--- config.mk ---
export PLATFORM = sky130hd
export DESIGN_NAME = frame_queue_key_skip_core
export DESIGN_NICKNAME = d
export VERILOG_FILES = /design/src/hw/rtl/fqks_pkg.sv /design/src/hw/rtl/fqks_front.sv /design/src/hw/rtl/fqks_back.sv /design/src/hw/rtl/frame_queue_key_skip_core.sv
export SDC_FILE = /design/constraint.sdc
export NUM_CORES = 2
export LEC_CHECK = 0
export BUFFER_PORTS_ARGS = -buffer_cell sky130_fd_sc_hd__buf_2
export CORE_MARGIN = 2
export CORE_UTILIZATION = 30
export DETAILED_ROUTE_END_ITERATION = 6
export MAX_ROUTING_LAYER = met4
export PLACE_DENSITY = 0.5
export SETUP_SLACK_MARGIN = 0.15
export SLEW_MARGIN = 0
export SYNTH_ARGS = -nofsm -noshare
export SYNTH_HDL_FRONTEND = slang
export SYNTH_HIERARCHICAL = 1
export SYNTH_MEMORY_MAX_BITS = 65536
export SYNTH_SLANG_ARGS = --single-unit
--- constraint.sdc ---
create_clock -name clk_i -period 15.57 [get_ports clk_i]
set_input_delay 1.557 -clock clk_i [delete_from_list [all_inputs] [get_ports clk_i]]
set_output_delay 1.557 -clock clk_i [all_outputs]
set_load 0.01 [all_outputs]
--- src/hw/rtl/fqks_pkg.sv ---
// Shared types, constants and helpers of the frame queue with key-frame skip.
`default_nettype none

package fqks_pkg;

  // Number of descriptor slots in the queue.
  localparam int unsigned QUEUE_DEPTH = 32;
  localparam int unsigned SLOT_W      = $clog2(QUEUE_DEPTH);
  localparam int unsigned CNT_W       = $clog2(QUEUE_DEPTH + 1);

  // Fixed widths of the item fields.
  localparam int unsigned ACTION_W   = 2;
  localparam int unsigned SIZE_W     = 24;
  localparam int unsigned PRES_W     = 64;
  localparam int unsigned ARRIVAL_W  = 32;
  localparam int unsigned SLOT_OUT_W = 5;
  localparam int unsigned FILL_OUT_W = 6;

  // Depth of the command queue between the front and the back.
  localparam int unsigned CMDQ_DEPTH = 2;
  localparam int unsigned CMDQ_PTR_W = $clog2(CMDQ_DEPTH);
  localparam int unsigned CMDQ_CNT_W = $clog2(CMDQ_DEPTH + 1);

  // Action codes as they arrive on the input.
  localparam logic [ACTION_W-1:0] ACT_PUT   = 2'd0;
  localparam logic [ACTION_W-1:0] ACT_GET   = 2'd1;
  localparam logic [ACTION_W-1:0] ACT_FLUSH = 2'd2;

  typedef enum logic [1:0] {
    OP_PUT,
    OP_GET,
    OP_FLUSH,
    OP_NOP
  } op_e;

  typedef struct packed {
    logic [SIZE_W-1:0]    size;
    logic                 key;
    logic [PRES_W-1:0]    presentation;
    logic [ARRIVAL_W-1:0] arrival;
  } desc_t;

  typedef struct packed {
    op_e   op;
    desc_t desc;
  } cmd_t;

  typedef struct packed {
    logic                  put_accepted;
    logic                  frame_valid;
    logic [SLOT_OUT_W-1:0] slot_index;
    desc_t                 desc;
    logic [FILL_OUT_W-1:0] fill_level;
  } res_t;

  function automatic logic [SLOT_W-1:0] next_slot(input logic [SLOT_W-1:0] slot);
    logic [SLOT_W-1:0] nxt;
    if (slot == SLOT_W'(QUEUE_DEPTH - 1)) begin
      nxt = '0;
    end else begin
      nxt = slot + SLOT_W'(1);
    end
    return nxt;
  endfunction

endpackage

`default_nettype wire

--- src/hw/rtl/fqks_front.sv ---
// Front part: accepts input items, decodes the action and queues commands for the back part.
`default_nettype none

module fqks_front import fqks_pkg::*; (
  input  wire logic                 clk_i,
  input  wire logic                 rst_ni,
  input  wire logic                 in_valid_i,
  output logic                      in_ready_o,
  input  wire logic [ACTION_W-1:0]  action_i,
  input  wire logic [SIZE_W-1:0]    frame_size_i,
  input  wire logic                 is_key_i,
  input  wire logic [PRES_W-1:0]    presentation_time_i,
  input  wire logic [ARRIVAL_W-1:0] arrival_time_i,
  output logic                      cmd_valid_o,
  input  wire logic                 cmd_ready_i,
  output cmd_t                      cmd_o
);

  cmd_t                  slots_q [CMDQ_DEPTH];
  logic [CMDQ_PTR_W-1:0] wr_ptr_q, wr_ptr_d;
  logic [CMDQ_PTR_W-1:0] rd_ptr_q, rd_ptr_d;
  logic [CMDQ_CNT_W-1:0] cnt_q, cnt_d;
  cmd_t                  dec_cmd;
  logic                  push, pop;

  always_comb begin
    dec_cmd.desc.size         = frame_size_i;
    dec_cmd.desc.key          = is_key_i;
    dec_cmd.desc.presentation = presentation_time_i;
    dec_cmd.desc.arrival      = arrival_time_i;
    case (action_i)
      ACT_PUT:   dec_cmd.op = OP_PUT;
      ACT_GET:   dec_cmd.op = OP_GET;
      ACT_FLUSH: dec_cmd.op = OP_FLUSH;
      default:   dec_cmd.op = OP_NOP;
    endcase
  end

  assign in_ready_o  = (cnt_q != CMDQ_CNT_W'(CMDQ_DEPTH));
  assign cmd_valid_o = (cnt_q != '0);
  assign cmd_o       = slots_q[rd_ptr_q];
  assign push        = in_valid_i && in_ready_o;
  assign pop         = cmd_valid_o && cmd_ready_i;

  always_comb begin
    wr_ptr_d = wr_ptr_q;
    rd_ptr_d = rd_ptr_q;
    cnt_d    = cnt_q;
    if (push) begin
      wr_ptr_d = (wr_ptr_q == CMDQ_PTR_W'(CMDQ_DEPTH - 1)) ? '0 : wr_ptr_q + CMDQ_PTR_W'(1);
    end
    if (pop) begin
      rd_ptr_d = (rd_ptr_q == CMDQ_PTR_W'(CMDQ_DEPTH - 1)) ? '0 : rd_ptr_q + CMDQ_PTR_W'(1);
    end
    if (push && !pop) begin
      cnt_d = cnt_q + CMDQ_CNT_W'(1);
    end else if (pop && !push) begin
      cnt_d = cnt_q - CMDQ_CNT_W'(1);
    end
  end

  always_ff @(posedge clk_i or negedge rst_ni) begin
    if (!rst_ni) begin
      wr_ptr_q <= '0;
      rd_ptr_q <= '0;
      cnt_q    <= '0;
    end else begin
      wr_ptr_q <= wr_ptr_d;
      rd_ptr_q <= rd_ptr_d;
      cnt_q    <= cnt_d;
    end
  end

  always_ff @(posedge clk_i) begin
    if (push) begin
      slots_q[wr_ptr_q] <= dec_cmd;
    end
  end

endmodule

`default_nettype wire

--- src/hw/rtl/fqks_back.sv ---
// Back part: descriptor store, queue pointers, key-frame walk and the result register.
`default_nettype none

module fqks_back import fqks_pkg::*; (
  input  wire logic clk_i,
  input  wire logic rst_ni,
  input  wire logic cmd_valid_i,
  output logic      cmd_ready_o,
  input  wire cmd_t cmd_i,
  output logic      res_valid_o,
  input  wire logic res_ready_i,
  output res_t      res_o
);

  localparam logic ST_IDLE = 1'b0;
  localparam logic ST_WALK = 1'b1;

  desc_t             mem_q [QUEUE_DEPTH];
  desc_t             rdata_q;
  logic              state_q, state_d;
  logic [SLOT_W-1:0] write_slot_q, write_slot_d;
  logic [SLOT_W-1:0] read_slot_q, read_slot_d;
  logic [SLOT_W-1:0] pos_q, pos_d;
  logic [CNT_W-1:0]  count_q, count_d;
  logic              res_valid_q;
  res_t              res_q, res_d;
  logic              out_free, take_cmd, load_res, wr_en;

  assign out_free    = !res_valid_q || res_ready_i;
  assign cmd_ready_o = (state_q == ST_IDLE) && out_free;
  assign take_cmd    = cmd_valid_i && cmd_ready_o;
  assign res_valid_o = res_valid_q;
  assign res_o       = res_q;

  always_comb begin
    state_d      = state_q;
    write_slot_d = write_slot_q;
    read_slot_d  = read_slot_q;
    pos_d        = pos_q;
    count_d      = count_q;
    load_res     = 1'b0;
    wr_en        = 1'b0;
    res_d        = '0;
    case (state_q)
      ST_IDLE: begin
        if (take_cmd) begin
          case (cmd_i.op)
            OP_PUT: begin
              load_res = 1'b1;
              if (count_q < CNT_W'(QUEUE_DEPTH)) begin
                wr_en              = 1'b1;
                write_slot_d       = next_slot(write_slot_q);
                count_d            = count_q + CNT_W'(1);
                res_d.put_accepted = 1'b1;
              end
            end
            OP_GET: begin
              if (count_q == '0) begin
                load_res = 1'b1;
              end else begin
                // Pop the head; its descriptor is read out in this cycle.
                pos_d       = read_slot_q;
                read_slot_d = next_slot(read_slot_q);
                count_d     = count_q - CNT_W'(1);
                state_d     = ST_WALK;
              end
            end
            OP_FLUSH: begin
              load_res     = 1'b1;
              write_slot_d = '0;
              read_slot_d  = '0;
              count_d      = '0;
            end
            default: begin
              load_res = 1'b1;
            end
          endcase
        end
      end
      ST_WALK: begin
        // The read data holds the entry at pos_q, which has already been popped.
        if (count_q == '0 || rdata_q.key) begin
          load_res          = 1'b1;
          res_d.frame_valid = 1'b1;
          res_d.slot_index  = SLOT_OUT_W'(pos_q);
          res_d.desc        = rdata_q;
          state_d           = ST_IDLE;
        end else begin
          pos_d       = read_slot_q;
          read_slot_d = next_slot(read_slot_q);
          count_d     = count_q - CNT_W'(1);
        end
      end
      default: begin
        state_d = ST_IDLE;
      end
    endcase
    res_d.fill_level = FILL_OUT_W'(count_d);
  end

  always_ff @(posedge clk_i or negedge rst_ni) begin
    if (!rst_ni) begin
      state_q      <= ST_IDLE;
      write_slot_q <= '0;
      read_slot_q  <= '0;
      pos_q        <= '0;
      count_q      <= '0;
      res_valid_q  <= 1'b0;
    end else begin
      state_q      <= state_d;
      write_slot_q <= write_slot_d;
      read_slot_q  <= read_slot_d;
      pos_q        <= pos_d;
      count_q      <= count_d;
      if (load_res) begin
        res_valid_q <= 1'b1;
      end else if (res_ready_i) begin
        res_valid_q <= 1'b0;
      end
    end
  end

  always_ff @(posedge clk_i) begin
    if (load_res) begin
      res_q <= res_d;
    end
  end

  // Descriptor store: one write port, one registered read port at the head slot.
  always_ff @(posedge clk_i) begin
    if (wr_en) begin
      mem_q[write_slot_q] <= cmd_i.desc;
    end
    rdata_q <= mem_q[read_slot_q];
  end

endmodule

`default_nettype wire

--- src/hw/rtl/frame_queue_key_skip_core.sv ---
// Top level of the frame descriptor queue with skip to the oldest key frame.
`default_nettype none

// A circular queue of 32 video frame descriptors. Every accepted item gives exactly one
// result. Items pass through a two-entry command queue into the execution unit; a put,
// flush or ignored action is carried out there directly, and its result appears in the
// next cycle. A get pops entries until it has popped a key frame or emptied the queue,
// and the walk reads the descriptor memory through its single registered read port,
// one entry per cycle. Items are taken by the command queue while a get is still walking,
// as long as that queue has room.
module frame_queue_key_skip_core import fqks_pkg::*; (
  input  wire logic                  clk_i,
  input  wire logic                  rst_ni,
  input  wire logic                  in_valid_i,
  output logic                       in_ready_o,
  input  wire logic [ACTION_W-1:0]   action_i,
  input  wire logic [SIZE_W-1:0]     frame_size_i,
  input  wire logic                  is_key_i,
  input  wire logic [PRES_W-1:0]     presentation_time_i,
  input  wire logic [ARRIVAL_W-1:0]  arrival_time_i,
  output logic                       out_valid_o,
  input  wire logic                  out_ready_i,
  output logic                       put_accepted_o,
  output logic                       frame_valid_o,
  output logic [SLOT_OUT_W-1:0]      slot_index_o,
  output logic [SIZE_W-1:0]          out_size_o,
  output logic                       out_key_o,
  output logic [PRES_W-1:0]          out_presentation_o,
  output logic [ARRIVAL_W-1:0]       out_arrival_o,
  output logic [FILL_OUT_W-1:0]      fill_level_o
);

  cmd_t cmd;
  logic cmd_valid, cmd_ready;
  res_t res;

  fqks_front u_front (
    .clk_i               (clk_i),
    .rst_ni              (rst_ni),
    .in_valid_i          (in_valid_i),
    .in_ready_o          (in_ready_o),
    .action_i            (action_i),
    .frame_size_i        (frame_size_i),
    .is_key_i            (is_key_i),
    .presentation_time_i (presentation_time_i),
    .arrival_time_i      (arrival_time_i),
    .cmd_valid_o         (cmd_valid),
    .cmd_ready_i         (cmd_ready),
    .cmd_o               (cmd)
  );

  fqks_back u_back (
    .clk_i       (clk_i),
    .rst_ni      (rst_ni),
    .cmd_valid_i (cmd_valid),
    .cmd_ready_o (cmd_ready),
    .cmd_i       (cmd),
    .res_valid_o (out_valid_o),
    .res_ready_i (out_ready_i),
    .res_o       (res)
  );

  assign put_accepted_o     = res.put_accepted;
  assign frame_valid_o      = res.frame_valid;
  assign slot_index_o       = res.slot_index;
  assign out_size_o         = res.desc.size;
  assign out_key_o          = res.desc.key;
  assign out_presentation_o = res.desc.presentation;
  assign out_arrival_o      = res.desc.arrival;
  assign fill_level_o       = res.fill_level;

endmodule

`default_nettype wire

; Word level (Yosys, flattened, before mapping)
; Memory sizes are Yosys's and may differ from the RTL's. A register that Yosys moved wholly into a read port is not among the register bits.
; Index checks and enable logic that the tools add are counted.
[classes]
addsub = 8
order_cmp = 1
eq_ne = 14
mux = 46
n_bitwise = 1
n_reduce_logical = 21
[ops]
columns = cell, n
row1 = $mux 127, 1
row2 = $mux 5, 10
row3 = $pmux 5 s2, 4
row4 = $mux 6, 4
row5 = $mux 1, 20
row6 = $pmux 6 s3, 1
row7 = $pmux 6 s2, 1
row8 = $reduce_and 4->1, 3
row9 = $add 5x1->5 const B, 2
row10 = $eq 5x5->1 const B, 2
row11 = $ne 2x2->1 const B, 5
row12 = $reduce_bool 2->1, 4
row13 = $add 6x1->6 const B, 1
row14 = $logic_not 6->1, 1
row15 = $lt 6x6->1 const B, 1
row16 = $ne 3x3->1 const B, 2
row17 = $pmux 2 s3, 1
row18 = $sub 6x1->6 const B, 1
row19 = $logic_and 1x1->1, 5
row20 = $eq 2x1->1 const B, 2
row21 = $eq 2x2->1 const B, 2
row22 = $logic_not 2->1, 2
row23 = $mux 2, 2
row24 = $pmux 1 s2, 2
row25 = 8 further kinds, 12
[word_totals]
reg_bits = 161
ramBits = 4118
inputBits = 127
out_inout_bits = 136
elab_cells = 110
n_memories = 2
[mem_list]
columns = name, words, width, rd, rd_clocked_by_memory_dff, write_ports, line_no
row1 = u_back.mem_q, 32, 121, 1, 1, 1, fqks_back.sv:18  ; desc_t mem_q [QUEUE_DEPTH];
row2 = u_front.slots_q, 2, 123, 1, 0, 1, fqks_front.sv:19  ; cmd_t slots_q [CMDQ_DEPTH];

; Depth between registers and ports, before layout
[depth]
depth_word = 8
depth_mapped = 10
ltp_nobuf = 7

; Hierarchy
; The synthesis kept the hierarchy.
[by_module_without_submodules]
columns = module, instances, cells_each, area_per_inst_um2, seq_area_each_um2
row1 = fqks_back, 1, 7043, 156000.9, 123293.2
row2 = fqks_front, 1, 403, 9318.9, 7487.2

; Least setup slack after synthesis
; No wires, ideal clock.
[synth_timing]
path_type = input -> register
start = input out_ready_i
end = memory u_back/mem_q[15][0] (netlist bit) (enable)
setup_ns = 0.603
t_arrival_ns = 7.556
t_required_ns = 14.967
path_slack_ns = 7.411
path_stages = 5
n_path_buf = 0
cell_sequence = nand2b_1 -> nand2_1 -> nor4_1 -> nand2_1 -> nor2_1
[synth_via]
elab_chain_cells = 7
[synth_lines]
columns = item, line_no
row1 = "start, declared", frame_queue_key_skip_core.sv:22  ; input wire logic out_ready_i,
row2 = $logic_or 1x1->1, fqks_back.sv:29  ; assign out_free = !res_valid_q || res_ready_i;
row3 = $logic_and 1x1->1, fqks_back.sv:30  ; assign cmd_ready_o = (state_q == ST_IDLE) && out_free;
row4 = $logic_and 1x1->1, fqks_back.sv:31  ; assign take_cmd = cmd_valid_i && cmd_ready_o;
row5 = $mux 1, fqks_back.sv:46  ; if (take_cmd) begin
row6 = $mux 1, -
row7 = named net u_back.wr_en, fqks_back.sv:27  ; logic out_free, take_cmd, load_res, wr_en;
row8 = $mux 1, fqks_back.sv:131  ; if (wr_en) begin
row9 = $mux 1 (not written as such), fqks_back.sv:132  ; mem_q[write_slot_q] <= cmd_i.desc;
row10 = "end, declared", fqks_back.sv:18
; The timed path passes the listed nets, and every way through them passes these cells.

==> impl_metrics.csv <==
group,metric,value,unit
outcome,outcome,"finished, final reports clean",
global_route,antenna_found_initial,45,
floorplan,die_w,746,µm
sta,fin_hold_ws,0.467,ns
worst_setup_path,endpoint_kind,"register",
power_and_ir_drop,irDropWorstVdd,0.126,mV
yosys,yosysSeqAreaShare,0.791,
floorplan,ios,263,
clock_network,cts-buffers-inserted,466,
clock_network,htreeDepth,5,
power_and_ir_drop,p_comb_frac,0.257,
hold_path,hold_class,"reg2reg",
sta,fin_skew,0.106,ns
drt,final_antenna_net_count,0,
floorplan,core_area,549000,µm²
worst_setup_path,slowest_stage,"buf_4",
power_and_ir_drop,seqPwrFrac,0.433,
power_and_ir_drop,power_switching_share,0.313,
yosys,ys_ff_latch,4400,
drt,post_drt_wl_per_cell,30.1,µm
global_route,grt_max_degree,104,
placement,preCtsSetupSlack,8.79,ns
placement,place_congestion,0.745,
power_and_ir_drop,p_clk_frac,0.310,
sta,fin_crit,6.13,ns
clock_network,postCtsSetupBuffers,0,
clock_network,cts.root.buffer_cell,"clkbuf_16",
power_and_ir_drop,switchingPower,11.2,mW
worst_setup_path,crit_type,"reg2reg",
clock_network,cts_tree,"done",
drt,vias,79900,
yosys,ys_dominant_reg_cell,"edfxtp_1",
sta,slew_headroom,0.141,
sta,finalHoldViolCount,0,
yosys,netlist_area,165000,µm²
floorplan,start_util,0.301,
final_layout,final_layout_size_suffix_gt1_frac,0.254,
worst_setup_path,crit_top_cell,"buf_4",
power_and_ir_drop,p_int,24.6,mW
final_layout,fin_nets,8094,
sta,finalSetupViolCount,0,
drt,routed_via_density,5.10,
final_layout,mostFrequentLayoutCells,"edfxtp_1, mux4_2, mux2i_1, clkbuf_16, buf_2",
final_layout,area_delta_synth_final,15.5,%
final_layout,final_common_cell,"edfxtp_1",
yosys,syn_avg_cell_area,22.2,µm²
clock_network,insertion_delay,1.08,ns
worst_setup_path,path_max_fanout,44,
sta,finalMaxSlewViolations,0,
clock_network,ctsResizeCount,0,
sta,fin_setup_tns,0,ns
yosys,yosysTopAreaCell,"edfxtp_1",
worst_setup_path,critical-path-max-stage-delay,0.89,ns
clock_network,cts.sinks,4400,
sta,max_slew.worst_pin.slew,1.29,ns
sta,finalCritPeriodShare,0.393,
drt,drt_pre_antenna_iters,5,
clock_network,cts_buffer_depth,4,
power_and_ir_drop,leakagePower,59.6,nW
worst_setup_path,cp_data_arrival_time,6.74,ns
yosys,async_flop_share,0.00614,
floorplan,die-area,557000,µm²
global_route,grt_use_total,0.170,
clock_network,clk_pin_slew,0.07,ns
global_route,overflow,0,
drt,drt-total-wl,472,mm
yosys,synthesis.nets,7584,
sta,fmax,0.163,GHz
floorplan,die_height,746,µm
sta,rsz0062_at_grt,"no",
worst_setup_path,cp-start-kind,"register",
yosys,synth_top_area_frac,0.772,
global_route,grt_pass1_wl,657,mm
worst_setup_path,crit_family,"buffers and inverters",
sta,setup_ws,9.44,ns
final_layout,fin_util,0.348,
yosys,ys_warn_count,6,
placement,hpwl,253,mm
clock_network,hold_buffers,0,
global_route,grt_pass1_vias,81800,
worst_setup_path,cp_cell_sequence,"mux2_2, nor4_1, buf_4, nand2_1, nor2_4, buf_4, buf_4, buf_4",
worst_setup_path,crit_buf_inv,4,
yosys,ys_types,60,
drt,post-route-drc-count,0,
yosys,synthTopCellsByArea,"edfxtp_1, mux4_2, mux2i_1",
job,maxCapViolations,0,
drt,drt_iter0_drc,7817,
yosys,synth-edff-count,4252,
power_and_ir_drop,power_density,188,nW/µm²
worst_setup_path,required,16.18,ns
placement,numPortBuffers,262,
yosys,syn_inst,7446,
floorplan,rows,272,
## per-layer routing
| metal | up-vias | part of all wire | GRT usage |
|---|---|---|---|
| met4 | 0 | 0.020 | 0.0334 |
| met5 | - | 0 | - |
| met2 | 2756 | 0.48 | 0.271 |
| met1 | 44100 | 0.44 | 0.233 |
| met3 | 586 | 0.059 | 0.0234 |
| li1 | 32400 | - | - |
## logic make-up after synthesis
kind of cell	after synthesis	synth area share
AO/OA/AOI/OAI	595	0.0273
flip-flops	4400	0.791
buffers and inverters	429	0.0146
adder cells (fa/ha/maj)	11	0.000833
AND/OR/NAND/NOR	469	0.0140
multiplexers	1528	0.151
XOR/XNOR	14	0.000742
## per-stage QoR
stage               cells  power (mW)  cell area (µm²)
floorplan            7446        21.5           165000
global placement    14700        25.1           175000
detailed placement  14700        25.2           175000
CTS                 15600        36.4           191000
global route        15700        37.3           191000
finish              15700        35.9           191000
## cell type report
type                    count  area [µm²]
fillers                 50700      358000
flip-flops and latches   4400      131000
multi-input cells        2617       32500
clock buffers             589       12400
well taps                7261        9080
repair buffers            459        3030
clock inverters           281        2930
diodes                     44         110
inverters                  12        57.6
## synthesized netlist by cell type (27+ instances only)
cell type,n
o221ai_1,35
nor3_1,49
buf_6,63
buf_2,80
dfxtp_1,121
buf_1,36
dfrtp_1,27
buf_4,49
a221oi_1,105
mux4_2,744
and2_1,128
clkbuf_1,185
mux2_2,103
o22ai_1,198
a211oi_1,55
edfxtp_1,4252
nor2_1,207
mux2i_1,621
a2111oi_0,110
mux2_4,60
## sequential cells by signal, indices dropped and copies added, names as in the netlist
signal,count
u_front/slots_q,246
u_back/rdata_q,121
u_back/pos_q,5
u_front/rd_ptr_q,1
u_back/state_q,1
u_back/res_o,134
u_back/count_q,6
u_back/res_valid_o,1
u_back/write_slot_q,5
u_front/cnt_q,2
u_back/read_slot_q,5
u_back/mem_q,3872
u_front/wr_ptr_q,1
## final timing paths
path                               startpoint  slack [ns]  cells past startpoint              endpoint
max                          u_front/rd_ptr_q        9.44                      8  u_back/mem_q[21][52]
min in group asynchronous              rst_ni        0.57                      1       u_back/pos_q[3]
min reg2reg                u_back/rdata_q[25]        0.47                      1      u_back/res_o[31]
min                        u_back/rdata_q[25]        0.47                      1      u_back/res_o[31]
max in group asynchronous              rst_ni       14.36                      1      u_front/rd_ptr_q
max reg2reg                  u_front/rd_ptr_q        9.44                      8  u_back/mem_q[21][52]
## power groups by stage
stage               clock [mW]  combinational [mW]  sequential, mW
global route              11.8                9.86            15.6
finish                    11.1                9.20            15.5
global placement             0                9.29            15.8
CTS                       11.4                9.44            15.6
floorplan                    0                5.90            15.6
detailed placement           0                9.42            15.8
Note: power is estimated with default switching activity, not from simulation.
